==> config.mk <==
export PLATFORM = sky130hd
export DESIGN_NAME = ust_cell
export DESIGN_NICKNAME = d
export VERILOG_FILES = /design/src/rtl/core/ust_pkg.sv /design/src/rtl/core/ust_cell.sv
export SDC_FILE = /design/constraint.sdc
export NUM_CORES = 1
export LEC_CHECK = 0
export BUFFER_PORTS_ARGS = -buffer_cell sky130_fd_sc_hd__buf_2
export CELL_PAD_IN_SITES_DETAIL_PLACEMENT = 2
export CELL_PAD_IN_SITES_GLOBAL_PLACEMENT = 2
export CORE_AREA = 2 2 78 118
export DETAILED_ROUTE_END_ITERATION = 10
export DIE_AREA = 0 0 80 120
export GPL_ROUTABILITY_DRIVEN = 1
export PLACE_DENSITY = 0.91
export SETUP_SLACK_MARGIN = 0.5
export SKIP_LAST_GASP = 1
export SLEW_MARGIN = 20
export SYNTH_ARGS = -nofsm -noshare
export SYNTH_HDL_FRONTEND = slang
export SYNTH_SLANG_ARGS = --single-unit
==> constraint.sdc <==
create_clock -name clk -period 5.25 [get_ports clk]
set_input_delay 0.525 -clock clk [delete_from_list [all_inputs] [get_ports clk]]
set_output_delay 0.525 -clock clk [all_outputs]
set_load 0.005 [all_outputs]
==> src/rtl/core/ust_pkg.sv <==
`timescale 1ns / 1ps
// ----------------------------------------------------------------------------
// ust_pkg
// Shared types and constants for the unsorted set table.
// ----------------------------------------------------------------------------
package ust_pkg;

	localparam int unsigned DEPTH     = 64;
	localparam int unsigned KEY_W     = 32;
	localparam int unsigned IDX_W     = 6;
	localparam int unsigned CNT_W     = 7;
	localparam int unsigned OP_W      = 3;
	localparam int unsigned STAT_W    = 3;
	localparam logic [CNT_W-1:0] CAP_RESET = CNT_W'(50);

	typedef enum logic [OP_W-1:0] {
		OP_INSERT = 3'd0,
		OP_DELETE = 3'd1,
		OP_FIND   = 3'd2,
		OP_READ   = 3'd3,
		OP_CLEAR  = 3'd4
	} op_t;

	typedef enum logic [STAT_W-1:0] {
		STATUS_OK       = 3'd0,
		STATUS_FULL     = 3'd1,
		STATUS_DUP      = 3'd2,
		STATUS_NOTFOUND = 3'd3,
		STATUS_OOB      = 3'd4
	} status_t;

	typedef enum logic [1:0] {
		S_IDLE,
		S_CMP,
		S_EXEC
	} fsm_t;

	typedef struct packed {
		logic [KEY_W-1:0] key;
		logic [CNT_W-1:0] count;
		logic [IDX_W-1:0] rd_index;
		logic             ins_en;
		logic             del_en;
		logic [IDX_W-1:0] del_pos;
	} cell_ctl_t;

endpackage

==> src/rtl/core/ust_cell.sv <==
`timescale 1ns / 1ps
// ----------------------------------------------------------------------------
// ust_cell
// One table slot: holds a key, compares it, and takes its neighbor's key
// when a delete closes a gap.
// ----------------------------------------------------------------------------
module ust_cell
	import ust_pkg::*;
#(
	parameter int unsigned CELL_IDX = 0
) (
	input  logic             clk,
	input  cell_ctl_t        ctl,
	input  logic [KEY_W-1:0] next_key,
	output logic [KEY_W-1:0] cell_key,
	output logic             match,
	output logic [KEY_W-1:0] rd_data
);

	localparam logic [CNT_W-1:0] MY_POS  = CNT_W'(CELL_IDX);
	localparam logic [CNT_W-1:0] MY_NEXT = CNT_W'(CELL_IDX + 1);
	localparam logic [IDX_W-1:0] MY_IDX  = IDX_W'(CELL_IDX);

	logic [KEY_W-1:0] key_q;
	logic             valid;

	assign valid    = MY_POS < ctl.count;
	assign match    = valid && (key_q == ctl.key);
	assign rd_data  = (ctl.rd_index == MY_IDX) ? key_q : '0;
	assign cell_key = key_q;

	always_ff @(posedge clk) begin
		if (ctl.ins_en && (ctl.count == MY_POS)) begin
			key_q <= ctl.key;
		end else if (ctl.del_en && (MY_IDX >= ctl.del_pos) && (MY_NEXT < ctl.count)) begin
			key_q <= next_key;
		end
	end

endmodule

* Word level (Yosys, flattened, before mapping)
Index checks and enable logic that the tools add are counted.
** Cells by class
- Magnitude comparators :: 3
- Equality and inequality tests :: 1
- Multiplexer cells :: 3
- Reductions and logical operators :: 7
** Operator list (count)
- 32-bit 2-to-1 mux :: 3
- 32-bit equality test :: 1
- 1-bit by 7-bit less-than comparator with 1-bit output (first input constant) :: 2
- 7-bit zero test :: 1
- 1-bit by 6-bit greater-or-equal comparator with 1-bit output (first input constant) :: 1
- 6-bit zero test :: 1
- 1-bit logical AND :: 4
- 2-bit nonzero test :: 1
** Storage, ports and cells
- Flip-flop bits (word level) :: 32
- Input port bits :: 86
- Output and inout port bits :: 65
- Logic and storage cells :: 15

* Longest topological paths before layout
Gate-level depths: netlist of run 1.
- Word-level depth :: 5
- Mapped depth :: 5
- Depth with buffers taken out :: 4

* Worst setup path before layout of run 1
Ideal clock, no wire load.
- Path type :: input to register
- Start :: in ctl[19] (netlist name)
- End :: reg key_q[0] (netlist: cell_key[0]), enable pin
- Setup time :: 0.389 ns
- Data arrival time :: 2.205 ns
- Data required time :: 4.861 ns
- Slack :: 2.656 ns
- Stages :: 5
- Path buffers :: 1
- Path through :: or4_4 > nor3_4 > nand2_4 > buf_6 > nand2_1
** Between the ends
- Cells in the longest elaborated chain, start to end :: 3
- Elaborated cells on any way between the ends :: 5
- Classes of those cells :: order compare: 1; reduce/logical: 4
** Ends and longest elaborated chain
- start, declared :: RTL line ust_cell.sv:13 : input cell_ctl_t ctl,
- 1-bit by 7-bit less-than comparator with 1-bit output or 7-bit zero test (tied branches) :: RTL line ust_cell.sv:35, ust_cell.sv:33
- 1-bit logical AND (on tied branches) :: RTL line ust_cell.sv:35, ust_cell.sv:33
- 2-bit nonzero test (no line) (*)
- end signal, assigned :: RTL line ust_cell.sv:34 : key_q <= ctl.key;
- end signal, assigned :: RTL line ust_cell.sv:36 : key_q <= next_key;
- end, declared :: RTL line ust_cell.sv:24 : logic [KEY_W-1:0] key_q;
Every way passes the cells marked *; elsewhere a longest branch is shown, timed or not.
A chain may end at the register's enable or synchronous reset.

* Worst setup path in the final report of run 1
- Start :: in ctl[19] (netlist name)
- End :: reg key_q[18] (netlist: cell_key[18]), enable pin
Same word-level chain as after synthesis.

==> impl_metrics.tcl, run 1 <==
set metrics [dict create \
    crit_end "cell_key[18]" \
    power_density_nw_per_um2 207 \
    layout.nets 394 \
    ys_ff_latch 32 \
    yosysTopAreaCell "edfxtp_1" \
    ys_seq_area_frac 0.456 \
    cp_max_fo 33 \
    synth_common_cells "and2_1 (32), edfxtp_1 (32), xor2_1 (32)" \
    hp-class "in -> reg" \
    die_h_um 120 \
    place_hpwl_um 6070 \
    ir_drop_v 0.000111 \
    initial_core_util 0.244 \
    drt_iter0_markers 40 \
    drv_slew 0 \
    antenna_cells 0 \
    num_rows 42 \
    internal_power_mw 0.506 \
    dr_wl_met2_um 4370 \
    viasPerCell 4.40 \
    clk_pin_slew_ps 50 \
    num_io_pins 151 \
    cp.arrival_ps 2680 \
    synth-main-ff-cell "edfxtp_1" \
    synth_top_area_share 0.456 \
    p_seq_frac 0.446 \
    fin_crit_sh 0.521 \
    grt_overflow_total 0 \
    ys_warn_count 0 \
    switching_share 0.212 \
    cts_buffers 5 \
    syn_to_final_growth_pct 47.6 \
    synth_edf_count 32 \
    first_pass_iters 4 \
    ys_types 18 \
    grt_setup_unrepaired "false" \
    cp.required_ps 5200 \
    tightest_slew_ps 606 \
    route.met3.wl_um 474 \
    coreArea_sq_um 8620 \
    syn-cell-area_sq_um 2110 \
    cts_tree "done" \
    ctsResizeCount 0 \
    tns_ps 0 \
    cp-start-kind "primary input" \
    hold_viol 0 \
    clkPwrFrac 0.427 \
    power.leakage_nw 1.58 \
    wl_per_cell_um 17.6 \
    grt_pass1_wl_um 11300 \
    yosys-top-cells-area "edfxtp_1 (46%), mux2_4 (21%), xor2_1 (13%), and2_1 (9.5%), nor4_1 (2.4%)" \
    syn_area_per_cell_sq_um 13.6 \
    drc 0 \
    timing.fmax_mhz 366 \
    postCtsHoldBufs 0 \
    max_slew_margin 0.596 \
    grt_use_total 0.157 \
    power_frac_comb 0.126 \
    routed_wl_um 7370 \
    synth_nets 241 \
    maxCapViolCount 0 \
    clkSinkCount 32 \
    setup_viol 0 \
    design.die.area_sq_um 9600 \
    place.gp.congestion 0.707 \
    crit_type "in -> reg" \
    p_switching_mw 0.136 \
    synthArstFlopShare 0 \
    postCtsSetupBuffers 0 \
    top_layer "met4" \
    ant_nets 0 \
    finalCriticalPeriod_ps 2730 \
    wl_met1_um 2420 \
    root_buffer "clkbuf_16" \
    cp-startpoint "ctl[19]" \
    endpoint_kind "flip-flop" \
    die_w_um 80 \
    min_from "next_key[24]" \
    status "completed" \
    finalPower_mw 0.642 \
    antenna_found_initial 0 \
    drive_above_1_share 0.634 \
    vias 1844 \
    clk_path_buf_depth 2 \
    grt_pass1_vias 2137 \
    grt_max_degree 34 \
    netlist_instances 155 \
    largest_register_ffs 32 \
    port_buffers 150 \
    cts-htree-levels 2 \
]
==> cell families after synthesis <==
| kind of cell | Yosys count | synth area share |
|---|---|---|
| buffers and inverters | 6 | 0.0214 |
| DFF | 32 | 0.456 |
| AOI/OAI and AO/OA | 1 | 0.00357 |
| and+or+nand+nor | 52 | 0.163 |
| muxes | 32 | 0.223 |
| xor gates and xnor gates | 32 | 0.133 |
==> worst min path at each step <==
| stage | endpoint | slack (ps) | cells past startpoint |
|---|---|---|---|
| floorplan | cell_key[10] | 740 | 1 |
| global placement | cell_key[28] | 830 | 2 |
| detailed placement | cell_key[24] | 830 | 2 |
| CTS | cell_key[24] | 540 | 2 |
| global route | cell_key[4] | 550 | 2 |
| finish | cell_key[24] | 550 | 2 |
==> power groups by stage <==
stage / Combinational, mW / Sequential [mW] / Clock [mW]
final: 0.0811 / 0.287 / 0.274
after global routing: 0.0893 / 0.287 / 0.293
after CTS: 0.0832 / 0.287 / 0.284
after detailed placement: 0.0826 / 0.292 / 0
after global placement: 0.0788 / 0.292 / 0
after floorplan: 0.0332 / 0.292 / 0
==> worst max-delay path: stages <==
cell and delay (ps):
buf_2 100, or4_4 550, nor3_4 180, nand2_4 370, nand2_1 540, buf_4 400
==> metal layers <==
metal | vias to the layer above | track usage
met5 | - | 0
met2 | 89 | 0.311
met4 | 0 | 0.0477
li1 | 862 | -
met1 | 884 | 0.155
met3 | 9 | 0.0353
==> metrics by stage <==
step | hold WS, ps | instance area, sq um | setup slack, ps | utilization | cells
floorplan | 742 | 2110 | 2660 | - | 155
global placement | 827 | 2970 | 2270 | 0.345 | 411
detailed placement | 830 | 2970 | 2170 | 0.345 | 411
CTS | 545 | 3110 | 2450 | 0.361 | 419
global route | 547 | 3110 | 2280 | 0.361 | 419
finish | 552 | 3110 | 2520 | 0.361 | 419
==> area by class of cell <==
cell class	count	area, sq um
Clock buffer	5	125
Clock inverter	3	13.8
Fill cell	965	5510
Multi-Input combinational cell	117	1100
Sequential cell	32	961
Tap cell	110	138
Timing Repair Buffer	152	766
==> placed cells by master, fill, tap and decap left out, drive strengths merged <==
| cell | n |
|---|---|
| and2 | 32 |
| buf | 152 |
| clkbuf | 5 |
| clkinv | 3 |
| edfxtp | 32 |
| mux2 | 32 |
| nand2 | 2 |
| nand4 | 2 |
| nor3 | 4 |
| nor4 | 8 |
| nor4b | 1 |
| o211ai | 1 |
| or2 | 1 |
| or4 | 2 |
| xor2 | 32 |
Power figures use the tool's default switching activity.
==> run 2: changes to the inputs <==
--- a/config.mk
+++ b/config.mk
@@ -8,11 +8,11 @@
 export BUFFER_PORTS_ARGS = -buffer_cell sky130_fd_sc_hd__buf_2
 export CELL_PAD_IN_SITES_DETAIL_PLACEMENT = 2
 export CELL_PAD_IN_SITES_GLOBAL_PLACEMENT = 2
-export CORE_AREA = 2 2 78 118
+export CORE_AREA = 2 2 80 120
 export DETAILED_ROUTE_END_ITERATION = 10
-export DIE_AREA = 0 0 80 120
+export DIE_AREA = 0 0 82 122
 export GPL_ROUTABILITY_DRIVEN = 1
-export PLACE_DENSITY = 0.91
+export PLACE_DENSITY = 0.88
 export SETUP_SLACK_MARGIN = 0.5
 export SKIP_LAST_GASP = 1
 export SLEW_MARGIN = 20
==> constraint.sdc (replaced) <==
create_clock -name clk -period 2.75 [get_ports clk]
set_input_delay 0.275 -clock clk [delete_from_list [all_inputs] [get_ports clk]]
set_output_delay 0.275 -clock clk [all_outputs]
set_load 0.005 [all_outputs]
==> run 2 against run 1 <==
Compared with the run above:
- critical path depth is 1 lower
- flip-flop and latch count did not move
- wire length decreased by 1.5%
- combinational power rose by 92%
- final area increased by 1.5%
- worst setup slack worse by 1800 ps
- largest power group unchanged
==> impl_metrics.tcl, run 2 (same netlist as run 1, synthesis figures left out) <==
set metrics [dict create \
    cp.arrival_ps 1780 \
    worstSetupPathDepth 5 \
    num_rows 43 \
    cts_buffers 5 \
    postCtsSetupBuffers 0 \
    drt_iter0_markers 32 \
    dp_worst_setup_slack_ps 567 \
    crit_family "simple AND/OR/NAND/NOR gates" \
    die_w_um 82 \
    port_buffers 150 \
    crit_chain "xor2_1, nor4_1, nand4_1, nor3_1, buf_2" \
    cp_max_fo 3 \
    largest_register_ffs 32 \
    place_hpwl_um 6080 \
    timing.fmax_mhz 487 \
    finalPower_mw 1.23 \
    cp-start-kind "flip-flop" \
    power_density_nw_per_um2 390 \
    hp-class "in -> reg" \
    antenna_found_initial 1 \
    first_pass_iters 4 \
    cts_tree "done" \
    layout_setup_ws_ps 697 \
    fin_area_sq_um 3150 \
    grt_overflow_total 0 \
    status "completed" \
    viasPerCell 4.27 \
    num_io_pins 151 \
    grt_max_degree 23 \
    hold_viol 0 \
    crit_type "reg -> out" \
    stdcell_count 425 \
    routed_wl_um 7270 \
    syn_to_final_growth_pct 49.8 \
    critPathMaxStageDelay_ps 430 \
    design.die.area_sq_um 10000 \
    vias 1815 \
    place.gp.congestion 0.737 \
    final_core_util 0.349 \
    cp-startpoint "cell_key[6]" \
    postCtsHoldBufs 0 \
    wl_per_cell_um 17.1 \
    nFillCells 1030 \
    grt_pass1_vias 2018 \
    finalCriticalPeriod_ps 2050 \
    post_dp_cell_area_sq_um 3010 \
    power.leakage_nw 1.59 \
    drv_slew 0 \
    setup_viol 0 \
    hold_ws_ps 293 \
    layout.nets 397 \
    max_slew_margin 0.719 \
    min_path_cells 2 \
    slowest_stage "edfxtp_1" \
    dp.cells 416 \
    grt_setup_unrepaired "false" \
    cp_num_buf_inv 1 \
    fin_crit_sh 0.746 \
    cp.required_ps 2480 \
    most-common-layout-cells "buf_2 (150), and2_1 (32), xor2_1 (32), edfxtp_1 (32), mux2_4 (29)" \
    endpoint_kind "output pin" \
    tns_ps 0 \
    grt_use_total 0.146 \
    drc 0 \
    ir_drop_v 0.000232 \
    initial_core_util 0.233 \
    die_h_um 122 \
    maxCapViolCount 0 \
    clkSinkCount 32 \
    root_buffer "clkbuf_16" \
    final_common_cell "buf_2" \
    clk_path_buf_depth 2 \
    crit_end "match" \
    grt_pass1_wl_um 10600 \
    coreArea_sq_um 9040 \
    drive_above_1_share 0.638 \
    clk_pin_slew_ps 50 \
    tightest_slew_ps 417 \
    cts-htree-levels 2 \
    ant_nets 0 \
]
## run 2: repair_timing
action                                  4_1_cts  5_1_grt
gates resized for setup                       0        1
endpoints found under the hold margin         0        0
endpoints found under the setup margin        0        1
## run 2: layout make-up
cell class	count	area, sq um	share of cell area
well taps	112	140	0.0444
flip-flops and latches	32	961	0.305
clock buffers	7	133	0.0420
repair buffers	155	801	0.254
diodes	1	2.50	0.000793
clock inverters	1	3.75	0.00119
multi-input cells	117	1110	0.353
## run 2: how the worst min path moves through the flow
stage | start | end
detailed placement | next_key[29] | cell_key[29]
finish | next_key[14] | cell_key[14]
CTS | next_key[14] | cell_key[14]
floorplan | next_key[10] | cell_key[10]
global route | next_key[14] | cell_key[14]
global placement | next_key[26] | cell_key[26]
## run 2: routing by layer
| layer | vias to the layer above | share of wire | GRT usage | routed length (um) |
|---|---|---|---|---|
| met2 | 86 | 0.56 | 0.273 | 4100 |
| met3 | 5 | 0.071 | 0.0348 | 517 |
| met1 | 850 | 0.35 | 0.152 | 2550 |
| met4 | 0 | 0.013 | 0.0563 | 92 |
| met5 | - | 0 | 0 | 0 |
| li1 | 874 | - | - | - |
## run 2: power by group
part / total [mW] / internal (mW) / switching (mW)
sequential: 0.547 / 0.543 / 0.00425
combinational: 0.156 / 0.0954 / 0.0604
clock: 0.528 / 0.333 / 0.195
total: 1.23 / 0.971 / 0.260
